## src/sv/pla_pkg.sv

```systemverilog
// Shared constants and state types for the polyline length accumulator.
`default_nettype none

package pla_pkg;

	localparam int COORD_WIDTH_DEF = 16;
	localparam int FIELD_W         = 16;
	localparam int LEN_W           = 32;
	localparam int CNT_W           = 16;
	localparam int IN_DATA_W       = 2 * FIELD_W;
	localparam int IN_USER_W       = 1;
	localparam int OUT_DATA_W      = LEN_W + CNT_W;

	localparam logic [LEN_W-1:0] LEN_MAX = {LEN_W{1'b1}};
	localparam logic [CNT_W-1:0] CNT_MAX = {CNT_W{1'b1}};

	typedef enum logic [1:0] {
		TS_IDLE,
		TS_SEG,
		TS_CLOSE,
		TS_EMIT
	} top_state_t;

	typedef enum logic [1:0] {
		SG_IDLE,
		SG_MUL,
		SG_SUM,
		SG_ROOT
	} seg_state_t;

endpackage

`default_nettype wire

```

## src/sv/pla_seg.sv

```systemverilog
// Bit-serial segment length unit: shift-add squaring and digit-by-digit square root.
`default_nettype none

module pla_seg #(
	parameter int COORD_WIDTH = pla_pkg::COORD_WIDTH_DEF
) (
	input  logic                          clk,
	input  logic                          arst_n,
	input  logic                          start,
	input  logic signed [COORD_WIDTH-1:0] ax,
	input  logic signed [COORD_WIDTH-1:0] ay,
	input  logic signed [COORD_WIDTH-1:0] bx,
	input  logic signed [COORD_WIDTH-1:0] by,
	output logic                          done,
	output logic        [COORD_WIDTH:0]   len
);

	import pla_pkg::*;

	localparam int DW    = COORD_WIDTH + 1;
	localparam int SW    = 2 * DW;
	localparam int STP_W = $clog2(DW);

	seg_state_t state_q, state_d;

	logic signed [DW-1:0] dx_s, dy_s;
	logic        [DW-1:0] dx_mag, dy_mag;
	logic        [DW-1:0] mcx_q, mcy_q;
	logic        [SW-1:0] px_q, py_q, rad_q;
	logic        [DW+1:0] rem_q;
	logic        [DW-1:0] root_q;
	logic        [STP_W-1:0] cnt_q;
	logic                 done_q;

	logic                 mul_en, sum_en, root_en, last_step;
	logic        [DW:0]   sumx, sumy;
	logic        [DW+3:0] remx, trial, rdiff;
	logic                 ge;

	// magnitudes of the coordinate differences
	assign dx_s   = DW'(bx) - DW'(ax);
	assign dy_s   = DW'(by) - DW'(ay);
	assign dx_mag = dx_s[DW-1] ? DW'(-dx_s) : DW'(dx_s);
	assign dy_mag = dy_s[DW-1] ? DW'(-dy_s) : DW'(dy_s);

	// one multiplier bit per cycle, product shifts right
	assign sumx = {1'b0, px_q[SW-1:DW]} + (px_q[0] ? {1'b0, mcx_q} : '0);
	assign sumy = {1'b0, py_q[SW-1:DW]} + (py_q[0] ? {1'b0, mcy_q} : '0);

	// two radicand bits per cycle, one root bit out
	assign remx  = {rem_q, rad_q[SW-1 -: 2]};
	assign trial = {2'b00, root_q, 2'b01};
	assign ge    = remx >= trial;
	assign rdiff = remx - trial;

	assign last_step = (cnt_q == '0);

	always_comb begin
		state_d = state_q;
		case (state_q)
			SG_IDLE: if (start) state_d = SG_MUL;
			SG_MUL:  if (last_step) state_d = SG_SUM;
			SG_SUM:  state_d = SG_ROOT;
			SG_ROOT: if (last_step) state_d = SG_IDLE;
			default: state_d = SG_IDLE;
		endcase
	end

	always_comb begin
		mul_en  = 1'b0;
		sum_en  = 1'b0;
		root_en = 1'b0;
		case (state_q)
			SG_MUL:  mul_en  = 1'b1;
			SG_SUM:  sum_en  = 1'b1;
			SG_ROOT: root_en = 1'b1;
			default: ;
		endcase
	end

	always_ff @(posedge clk or negedge arst_n) begin
		if (!arst_n) begin
			state_q <= SG_IDLE;
			cnt_q   <= '0;
			done_q  <= 1'b0;
		end else begin
			state_q <= state_d;
			done_q  <= root_en && last_step;
			if ((state_q == SG_IDLE && start) || sum_en) begin
				cnt_q <= STP_W'(DW - 1);
			end else if (mul_en || root_en) begin
				cnt_q <= cnt_q - 1'b1;
			end
		end
	end

	always_ff @(posedge clk) begin
		if (state_q == SG_IDLE && start) begin
			mcx_q <= dx_mag;
			mcy_q <= dy_mag;
			px_q  <= {{DW{1'b0}}, dx_mag};
			py_q  <= {{DW{1'b0}}, dy_mag};
		end else if (mul_en) begin
			px_q <= {sumx, px_q[DW-1:1]};
			py_q <= {sumy, py_q[DW-1:1]};
		end
		if (sum_en) begin
			// sum of squares stays below 2^(SW-1)
			rad_q  <= SW'(px_q + py_q);
			rem_q  <= '0;
			root_q <= '0;
		end else if (root_en) begin
			rad_q  <= {rad_q[SW-3:0], 2'b00};
			rem_q  <= ge ? rdiff[DW+1:0] : remx[DW+1:0];
			root_q <= {root_q[DW-2:0], ge};
		end
	end

	assign done = done_q;
	assign len  = root_q;

endmodule

`default_nettype wire

```

## src/sv/polyline_length_accumulator_unit.sv

```systemverilog
// Top level of the polyline length accumulator: path state, handshakes and result register.
`default_nettype none

// Takes the points of a path one word at a time and returns one word per path
// holding the summed Euclidean length (floored square root of each segment,
// in whole coordinate units, saturating at 2^32-1) and the point count
// (saturating at 65535). Mark the final point with s_tlast; s_tuser[0] on that
// word closes the path back to its first point. A one-point path returns
// length 0. The first point of a path is simply stored. Every later point
// runs one segment through the bit-serial length unit: capture, shift-add
// squaring, adding the squares, square root and accumulation, and no new
// point is taken until that segment is done. The closing segment of a closed
// path starts on the cycle the previous segment finishes, and the result is
// then handed to the output register once that register is free. The result
// waits in its own register, so the next path can start while it is still
// held on m_tdata.
module polyline_length_accumulator_unit #(
	parameter int COORD_WIDTH = pla_pkg::COORD_WIDTH_DEF
) (
	input  logic                            clk,
	input  logic                            arst_n,
	input  logic                            s_tvalid,
	output logic                            s_tready,
	input  logic [pla_pkg::IN_DATA_W-1:0]   s_tdata,   // x_coord, y_coord
	input  logic                            s_tlast,   // last_point
	input  logic [pla_pkg::IN_USER_W-1:0]   s_tuser,   // closed_path
	output logic                            m_tvalid,
	input  logic                            m_tready,
	output logic [pla_pkg::OUT_DATA_W-1:0]  m_tdata    // total length, point count
);

	import pla_pkg::*;

	localparam int RW = COORD_WIDTH + 1;
	localparam int AW = ((RW > LEN_W) ? RW : LEN_W) + 1;

	top_state_t state_q, state_d;

	logic signed [COORD_WIDTH-1:0] in_x, in_y;
	logic signed [COORD_WIDTH-1:0] first_x_q, first_y_q, prev_x_q, prev_y_q;
	logic signed [COORD_WIDTH-1:0] seg_bx, seg_by;
	logic        [LEN_W-1:0]       length_sum_q, len_sat;
	logic        [CNT_W-1:0]       points_seen_q;
	logic                          last_q, closed_q;
	logic        [LEN_W-1:0]       out_len_q;
	logic        [CNT_W-1:0]       out_cnt_q;
	logic                          out_valid_q;

	logic                          in_acc, need_seg, seg_start, seg_done, emit_en, out_free;
	logic        [RW-1:0]          seg_len;
	logic        [AW-1:0]          len_add;

	// low COORD_WIDTH bits of each field, two's complement
	assign in_x = COORD_WIDTH'(s_tdata[FIELD_W-1:0]);
	assign in_y = COORD_WIDTH'(s_tdata[2*FIELD_W-1:FIELD_W]);

	assign in_acc   = s_tvalid && s_tready;
	assign need_seg = (points_seen_q != '0);
	assign out_free = !out_valid_q || m_tready;

	// a regular segment runs previous to incoming point; the closing one runs
	// last point (now in prev) back to the first
	assign seg_bx = (state_q == TS_IDLE) ? in_x : first_x_q;
	assign seg_by = (state_q == TS_IDLE) ? in_y : first_y_q;

	pla_seg #(
		.COORD_WIDTH(COORD_WIDTH)
	) u_seg (
		.clk   (clk),
		.arst_n(arst_n),
		.start (seg_start),
		.ax    (prev_x_q),
		.ay    (prev_y_q),
		.bx    (seg_bx),
		.by    (seg_by),
		.done  (seg_done),
		.len   (seg_len)
	);

	assign len_add = AW'(length_sum_q) + AW'(seg_len);
	assign len_sat = (len_add > AW'(LEN_MAX)) ? LEN_MAX : len_add[LEN_W-1:0];

	always_comb begin
		state_d = state_q;
		case (state_q)
			TS_IDLE: begin
				if (in_acc) begin
					if (need_seg) state_d = TS_SEG;
					else if (s_tlast) state_d = TS_EMIT;
				end
			end
			TS_SEG: begin
				if (seg_done) begin
					if (last_q && closed_q) state_d = TS_CLOSE;
					else if (last_q) state_d = TS_EMIT;
					else state_d = TS_IDLE;
				end
			end
			TS_CLOSE: if (seg_done) state_d = TS_EMIT;
			TS_EMIT:  if (out_free) state_d = TS_IDLE;
			default:  state_d = TS_IDLE;
		endcase
	end

	always_comb begin
		s_tready  = 1'b0;
		seg_start = 1'b0;
		emit_en   = 1'b0;
		case (state_q)
			TS_IDLE: begin
				s_tready  = 1'b1;
				seg_start = s_tvalid && need_seg;
			end
			TS_SEG:  seg_start = seg_done && last_q && closed_q;
			TS_EMIT: emit_en   = out_free;
			default: ;
		endcase
	end

	// control state and the running path figures
	always_ff @(posedge clk or negedge arst_n) begin
		if (!arst_n) begin
			state_q       <= TS_IDLE;
			length_sum_q  <= '0;
			points_seen_q <= '0;
			out_valid_q   <= 1'b0;
		end else begin
			state_q <= state_d;
			if (in_acc && points_seen_q != CNT_MAX) begin
				points_seen_q <= points_seen_q + 1'b1;
			end
			if (seg_done) begin
				length_sum_q <= len_sat;
			end
			if (emit_en) begin
				// drop the path, start the next from scratch
				length_sum_q  <= '0;
				points_seen_q <= '0;
				out_valid_q   <= 1'b1;
			end else if (m_tready) begin
				out_valid_q <= 1'b0;
			end
		end
	end

	// point payload and result word; no reset needed
	always_ff @(posedge clk) begin
		if (in_acc) begin
			prev_x_q <= in_x;
			prev_y_q <= in_y;
			last_q   <= s_tlast;
			closed_q <= s_tuser[0];
			if (!need_seg) begin
				first_x_q <= in_x;
				first_y_q <= in_y;
			end
		end
		if (emit_en) begin
			out_len_q <= length_sum_q;
			out_cnt_q <= points_seen_q;
		end
	end

	assign m_tvalid = out_valid_q;
	assign m_tdata  = {out_cnt_q, out_len_q};

endmodule

`default_nettype wire
```

## config.mk

```make
export PLATFORM = sky130hd
export DESIGN_NAME = polyline_length_accumulator_unit
export DESIGN_NICKNAME = d
export VERILOG_FILES = /design/src/sv/pla_pkg.sv /design/src/sv/pla_seg.sv /design/src/sv/polyline_length_accumulator_unit.sv
export SDC_FILE = /design/constraint.sdc
export NUM_CORES = 1
export LEC_CHECK = 0
export BUFFER_PORTS_ARGS = -buffer_cell sky130_fd_sc_hd__buf_2
export CAP_MARGIN = 10
export CORE_AREA = 2 2 272 194
export DETAILED_ROUTE_END_ITERATION = 6
export DIE_AREA = 0 0 274 196
export GPL_TIMING_DRIVEN = 1
export PLACE_DENSITY = 0.59
export SLEW_MARGIN = 15
export SYNTH_ARGS = -nofsm -noshare
export SYNTH_HDL_FRONTEND = slang
export SYNTH_SLANG_ARGS = --single-unit
export TNS_END_PERCENT = 10
```

## constraint.sdc

```tcl
create_clock -name clk -period 7.47 [get_ports clk]
set_input_delay 1.1205 -clock clk [delete_from_list [all_inputs] [get_ports clk]]
set_output_delay 1.1205 -clock clk [all_outputs]
set_load 0.01 [all_outputs]
```

# Word-level counts from Yosys, hierarchy flattened
# Index checks and enable logic that the tools add are counted.
# Widths: inputs -> output; s select.
# word_totals
register_bits,345
input_bits,38
output_inout_bits,50
wordCells,119
# op_classes
add_sub_neg,11
order_cmp,2
n_eq_ne,15
n_mux,41
bitwise_logic,1
reduce_logical,25
# op_table
operator,count
$mux 17,8
$mux 32,3
$mux 34,2
$mux 16,4
$add 17x17->18,2
$add 34x34->34,1
$neg 17->17,2
$sub 16x16->17,2
$add 32x17->33,1
$gt 33x32->1 const B,1
$mux 2,11
$ge 21x19->1,1
$mux 19,1
$sub 19x19->19,1
$add 16x1->16 const B,1
$ne 16x16->1 const B,1
$pmux 2 s4,2
$reduce_bool 16->1,1
$reduce_bool 2->1,6
$mux 5,2
$ne 2x1->1 const B,5
$eq 2x2->1 const B,4
$logic_and 1x1->1,8
$mux 1,7
13 further kinds,18

# Depth between registers and ports, before layout
# logic_depth
depth_word,6
ltp_mapped,16
mapped_depth_nobuf,14

# Hierarchy
# A second synthesis with hierarchy kept.
# unflattened
cells_unflattened,2011
area_unflattened_um2,20653.6
# by_module_without_submodules
mod,instances,cells_each,area_each_um2,seq_area_each_um2
pla_seg,1,1485,13520.5,4664.5
polyline_length_accumulator_unit,1,526,7133.1,4699.5

# Worst setup path before layout
# No wires, ideal clock.
# synth_timing
path_kind,input to register
start,in s_tvalid
end,reg u_seg.mcx_q[0] (enable)
setup_ns,0.411
arrival_time_ns,4.276
required_ns,7.059
slack_ns,2.783
stages,9
n_path_buf,3
path_cell_list,nand2_1 -> inv_1 -> nand2_1 -> a21oi_1 -> nand2_1 -> inv_1 -> clkbuf_1 -> clkbuf_1 -> buf_1
# synth_between
elab_chain_cells,3
# synth_lines
item,line,source
"start, declared",polyline_length_accumulator_unit.sv:22,"input logic s_tvalid,"
$logic_and 1x1->1,polyline_length_accumulator_unit.sv:112,seg_start = s_tvalid && need_seg;
$pmux 1 s2,polyline_length_accumulator_unit.sv:109,case (state_q)
$logic_and 1x1->1,pla_seg.sv:98,if (state_q == SG_IDLE && start) begin
"end signal, assigned",pla_seg.sv:99,mcx_q <= dx_mag;
"end, declared",pla_seg.sv:28,"logic [DW-1:0] mcx_q, mcy_q;"
# Every way passes these cells.
# A chain may end at the register's enable or synchronous reset.

# Worst setup path after layout
# layout_timing
start,reg state_q[1]
end,reg u_seg.py_q[16] (data pin)
# layout_between
elab_chain_cells,6
elab_cells_between_ends,9
classes_between,2 x add/sub; 1 x eq/ne; 4 x mux; 2 x reduce/logical
# layout_lines
item,line,source
"start, declared",polyline_length_accumulator_unit.sv:37,"top_state_t state_q, state_d;"
"start signal, assigned",polyline_length_accumulator_unit.sv:128,state_q <= state_d;
$logic_not 2->1 (*),polyline_length_accumulator_unit.sv:64,assign seg_by = (state_q == TS_IDLE) ? in_y : first_y_q;
$mux 16 (*),polyline_length_accumulator_unit.sv:64,
$sub 16x16->17 (*),pla_seg.sv:42,assign dy_s = DW'(by) - DW'(ay);
$neg 17->17,pla_seg.sv:44,assign dy_mag = dy_s[DW-1] ? DW'(-dy_s) : DW'(dy_s);
$mux 17 (*),pla_seg.sv:44,
named net u_seg.dy_mag[16],pla_seg.sv:27,"logic [DW-1:0] dx_mag, dy_mag;"
$mux 17 (*),pla_seg.sv:98,
"end signal, assigned",pla_seg.sv:102,"py_q <= {{DW{1'b0}}, dy_mag};"
"end signal, assigned",pla_seg.sv:105,"py_q <= {sumy, py_q[DW-1:1]};"
"end, declared",pla_seg.sv:29,"logic [SW-1:0] px_q, py_q, rad_q;"
# Mark *: on every way through the listed nets, which the timed path passes. The rest lies on a longest branch.

==> run summary <==
Status: finished clean
Die ar.: 0.0537 mm²
Initial antenna violation count: 2
Synth top area share: 32.1%
Crit path launch type: register
Global routing usage on met1: 27.0%
Drt wl/cell: 16.8 µm
Initial Utilization: 39.4%
Worst min path class: reg -> reg
M3 GR Usage: 2.52%
Num CTS Buffers: 38
Final Max Slew Viols: 0
CTS Hold Buffers Added: 0
Via density per instance: 5.33
Net count reported at finish: 2158
CTS max path bufs: 3
CTS tree: yes
RSZ-0062 raised after global routing: no
Total congestion overflow: 0
Max cap viols: 0
Power density over the cells: 485 mW/mm²
Via count: 14300
EDFF count, synth: 216
Setup TNS: 0 ns
Final design utilization: 44.0%
Hold Path End: out_len_q[0]
Io pins: 88
Worst min-delay path startpoint: length_sum_q[0]
Die Ht: 196 µm
Hold Vio Cnt, Final: 0
Final WL: 45.0 mm
Post-CTS setup repair buffer count: 0
Mapped Area: 0.0202 mm²
First-pass GRT wire length: 72.7 mm
Top FF cell, synth: edfxtp_1
Worst Setup Path Type: reg -> reg
Reg2Reg Depth: 14
DR pass1 iterations: 5
GRT Util Overall: 16.7%
Sequential share of the synthesized area: 46.3%
LEAKAGE: 0.00916 µW
Crit path DAT: 5.21 ns
Worst R2R Setup Slack: 2.68 ns
Min cycle time layout: 4.79 ns
DP Wirelength: 32.6 mm
GPL Wtd Cong: 0.846
Netlist cell types: 81
Design Area, Final: 0.0226 mm²
Busiest grt layer: met1
Synth warn: 0
Post-DP Area: 0.0214 mm²
Area grow syn2layout: 11.8%
Die X: 274 µm
Clock sink count: 345
Vias in the first global route: 13300
Core area: 0.0513 mm²
Max Freq: 209 MHz
Largest net degree at the start of global routing: 68
Setup Skew: 0.0256 ns
Port Buffer Count: 87
R2R Path Start: state_q[1]
CTS HTree Levels: 2
Routed Antenna Nets: 0
Clock Latency Late Sink: 0.56 ns
CP required: 7.89 ns
Max_slew headroom: 33.4%
Row cnt: 70
Worst-Margin Slew: 0.996 ns
Ant. Diodes: 0
Finish-stage setup viols: 0
Clock transition at path regs: 0.06 ns
Share of layout cells above drive strength 1: 13.8%
FFs w/ async S/R, synth: 17.1%
Post-cts resize count: 0
Highest net fanout along the worst path: 23
Worst vdd ir: 0.217 mV
Syn_area_per_cell: 10.7 µm²
Drc violations: 0
Crit path capture type: register
Cell accounting for the most synthesized area: edfxtp_1
Cells after Synth: 1884
Final period util: 64.1%
Synthesized Nets: 2073
WHS Path Cells: 0
Reg2reg end: u_seg.py_q[16]
Met2 Track Usage GR: 23.1%
Seq cells post-synth: 345
1st-iter DRT viols: 1090
Largest cells by area after synthesis: edfxtp_1, ha_1, dfrtp_1, dfxtp_1, mux2_2
Root buf cell: clkbuf_16
## flip-flops by register name, summed over array words and instances (netlist names)
name and count:
u_seg.done 1, length_sum_q 32, out_cnt_q 16, prev_y_q 16, out_len_q 32, closed_q 1
u_seg.mcx_q 17, u_seg.state_q 2, first_y_q 16, last_q 1, u_seg.py_q 34, u_seg.len 17
points_seen_q 16, u_seg.rem_q 19, first_x_q 16, u_seg.rad_q 34, u_seg.cnt_q 5, u_seg.px_q 34
state_q 2, m_tvalid 1, u_seg.mcy_q 17, prev_x_q 16
## synth_stat cells (11+ instances only)
cell,number
nand2_1,75
clkbuf_1,45
a21oi_1,118
nor2b_1,19
o21ai_0,80
o21bai_1,17
o31ai_1,11
nand3_1,30
a31oi_1,35
and3_1,21
and2_1,44
nor2_1,154
nor3_1,31
nand2b_1,18
a21o_1,42
o21a_1,23
or3_1,15
nand4_1,15
dfxtp_1,70
and4_1,13
mux2_2,85
or2_2,11
edfxtp_1,216
inv_1,115
xnor2_1,91
xor2_1,55
mux2i_1,63
dfrtp_1,59
ha_1,145
a211oi_1,32
## cell usage in the layout (no fill, tap or decap), drive strengths merged, types with 15 or more instances in the layout
cell,count
a211oi,32
a21o,42
a21oi,118
a31oi,36
and2,46
and3,21
buf,100
clkbuf,59
dfrtp,59
dfxtp,70
edfxtp,216
ha,145
inv,114
mux2,86
mux2i,63
nand2,75
nand2b,18
nand3,31
nand4,15
nor2,154
nor2b,20
nor3,33
o21a,23
o21ai,90
o21bai,18
or3,17
xnor2,91
xor2,55
## critical path, stage by stage, from the launching register on
cell      delay (ns)
dfrtp_1         0.50
nor2_4          0.39
buf_4           0.39
mux2_2          0.38
ha_1            0.32
nor2b_1         0.17
o31ai_1         0.38
a21oi_1         0.22
o311ai_1        0.41
a21oi_1         0.12
nor2_1          0.12
xor2_1          0.26
nand3_1         0.12
nor4b_1         0.60
mux2_2          0.27
## worst max-delay path by stage
stage / from / end / cells past startpoint / slack, ns
detailed placement: state_q[1] / u_seg.py_q[16] / 14 / 2.69
finish: state_q[1] / u_seg.py_q[16] / 14 / 2.68
CTS: state_q[1] / u_seg.py_q[16] / 14 / 2.65
floorplan: s_tvalid / u_seg.mcx_q[0] / 9 / 2.78
global placement: state_q[1] / u_seg.py_q[16] / 14 / 2.80
global route: state_q[1] / u_seg.px_q[5] / 15 / 2.29
## per-layer routing
metal | part of all wire, % | wire [µm]
met5 | 0 | 0
met2 | 40 | 17900
met1 | 54 | 24200
met4 | 1.5 | 693
met3 | 4.8 | 2170
## area by class of cell
cell class | instances | area (µm²)
clock buffer | 59 | 1100
multi-input combinational | 1369 | 10200
inverter | 115 | 433
fill | 4868 | 28700
timing repair buffer | 100 | 533
tap | 684 | 856
sequential | 345 | 9360
clock inverter | 10 | 95.1
## cells by family (layout without fill, tap and decap cells)
kind of cell,Yosys count,after routing,synth area share [%]
xor+xnor,146,146,6.33
mux,149,149,7.93
compound gates,439,439,14.3
simple gates,484,484,12.3
fa+ha+maj,151,151,9.57
flops,345,345,46.3
buf+inv,170,284,3.24
## power by group
part,leakage (µW),switching (µW),internal [µW]
sequential,0.00339,408,2890
combinational,0.00518,3310,2530
clock,0.000585,777,1050
## stage by stage
stage / instances / setup WS (ns) / power (µW) / hold slack, ns
floorplan: 1884 / 2.78 / 7770 / 0.448
global placement: 2613 / 2.80 / 9000 / 0.470
detailed placement: 2613 / 2.69 / 9120 / 0.464
CTS: 2682 / 2.65 / 11000 / 0.483
global route: 2682 / 2.29 / 11800 / 0.493
finish: 2682 / 2.68 / 11000 / 0.485
No activity file was read; power rests on OpenSTA's default activity.
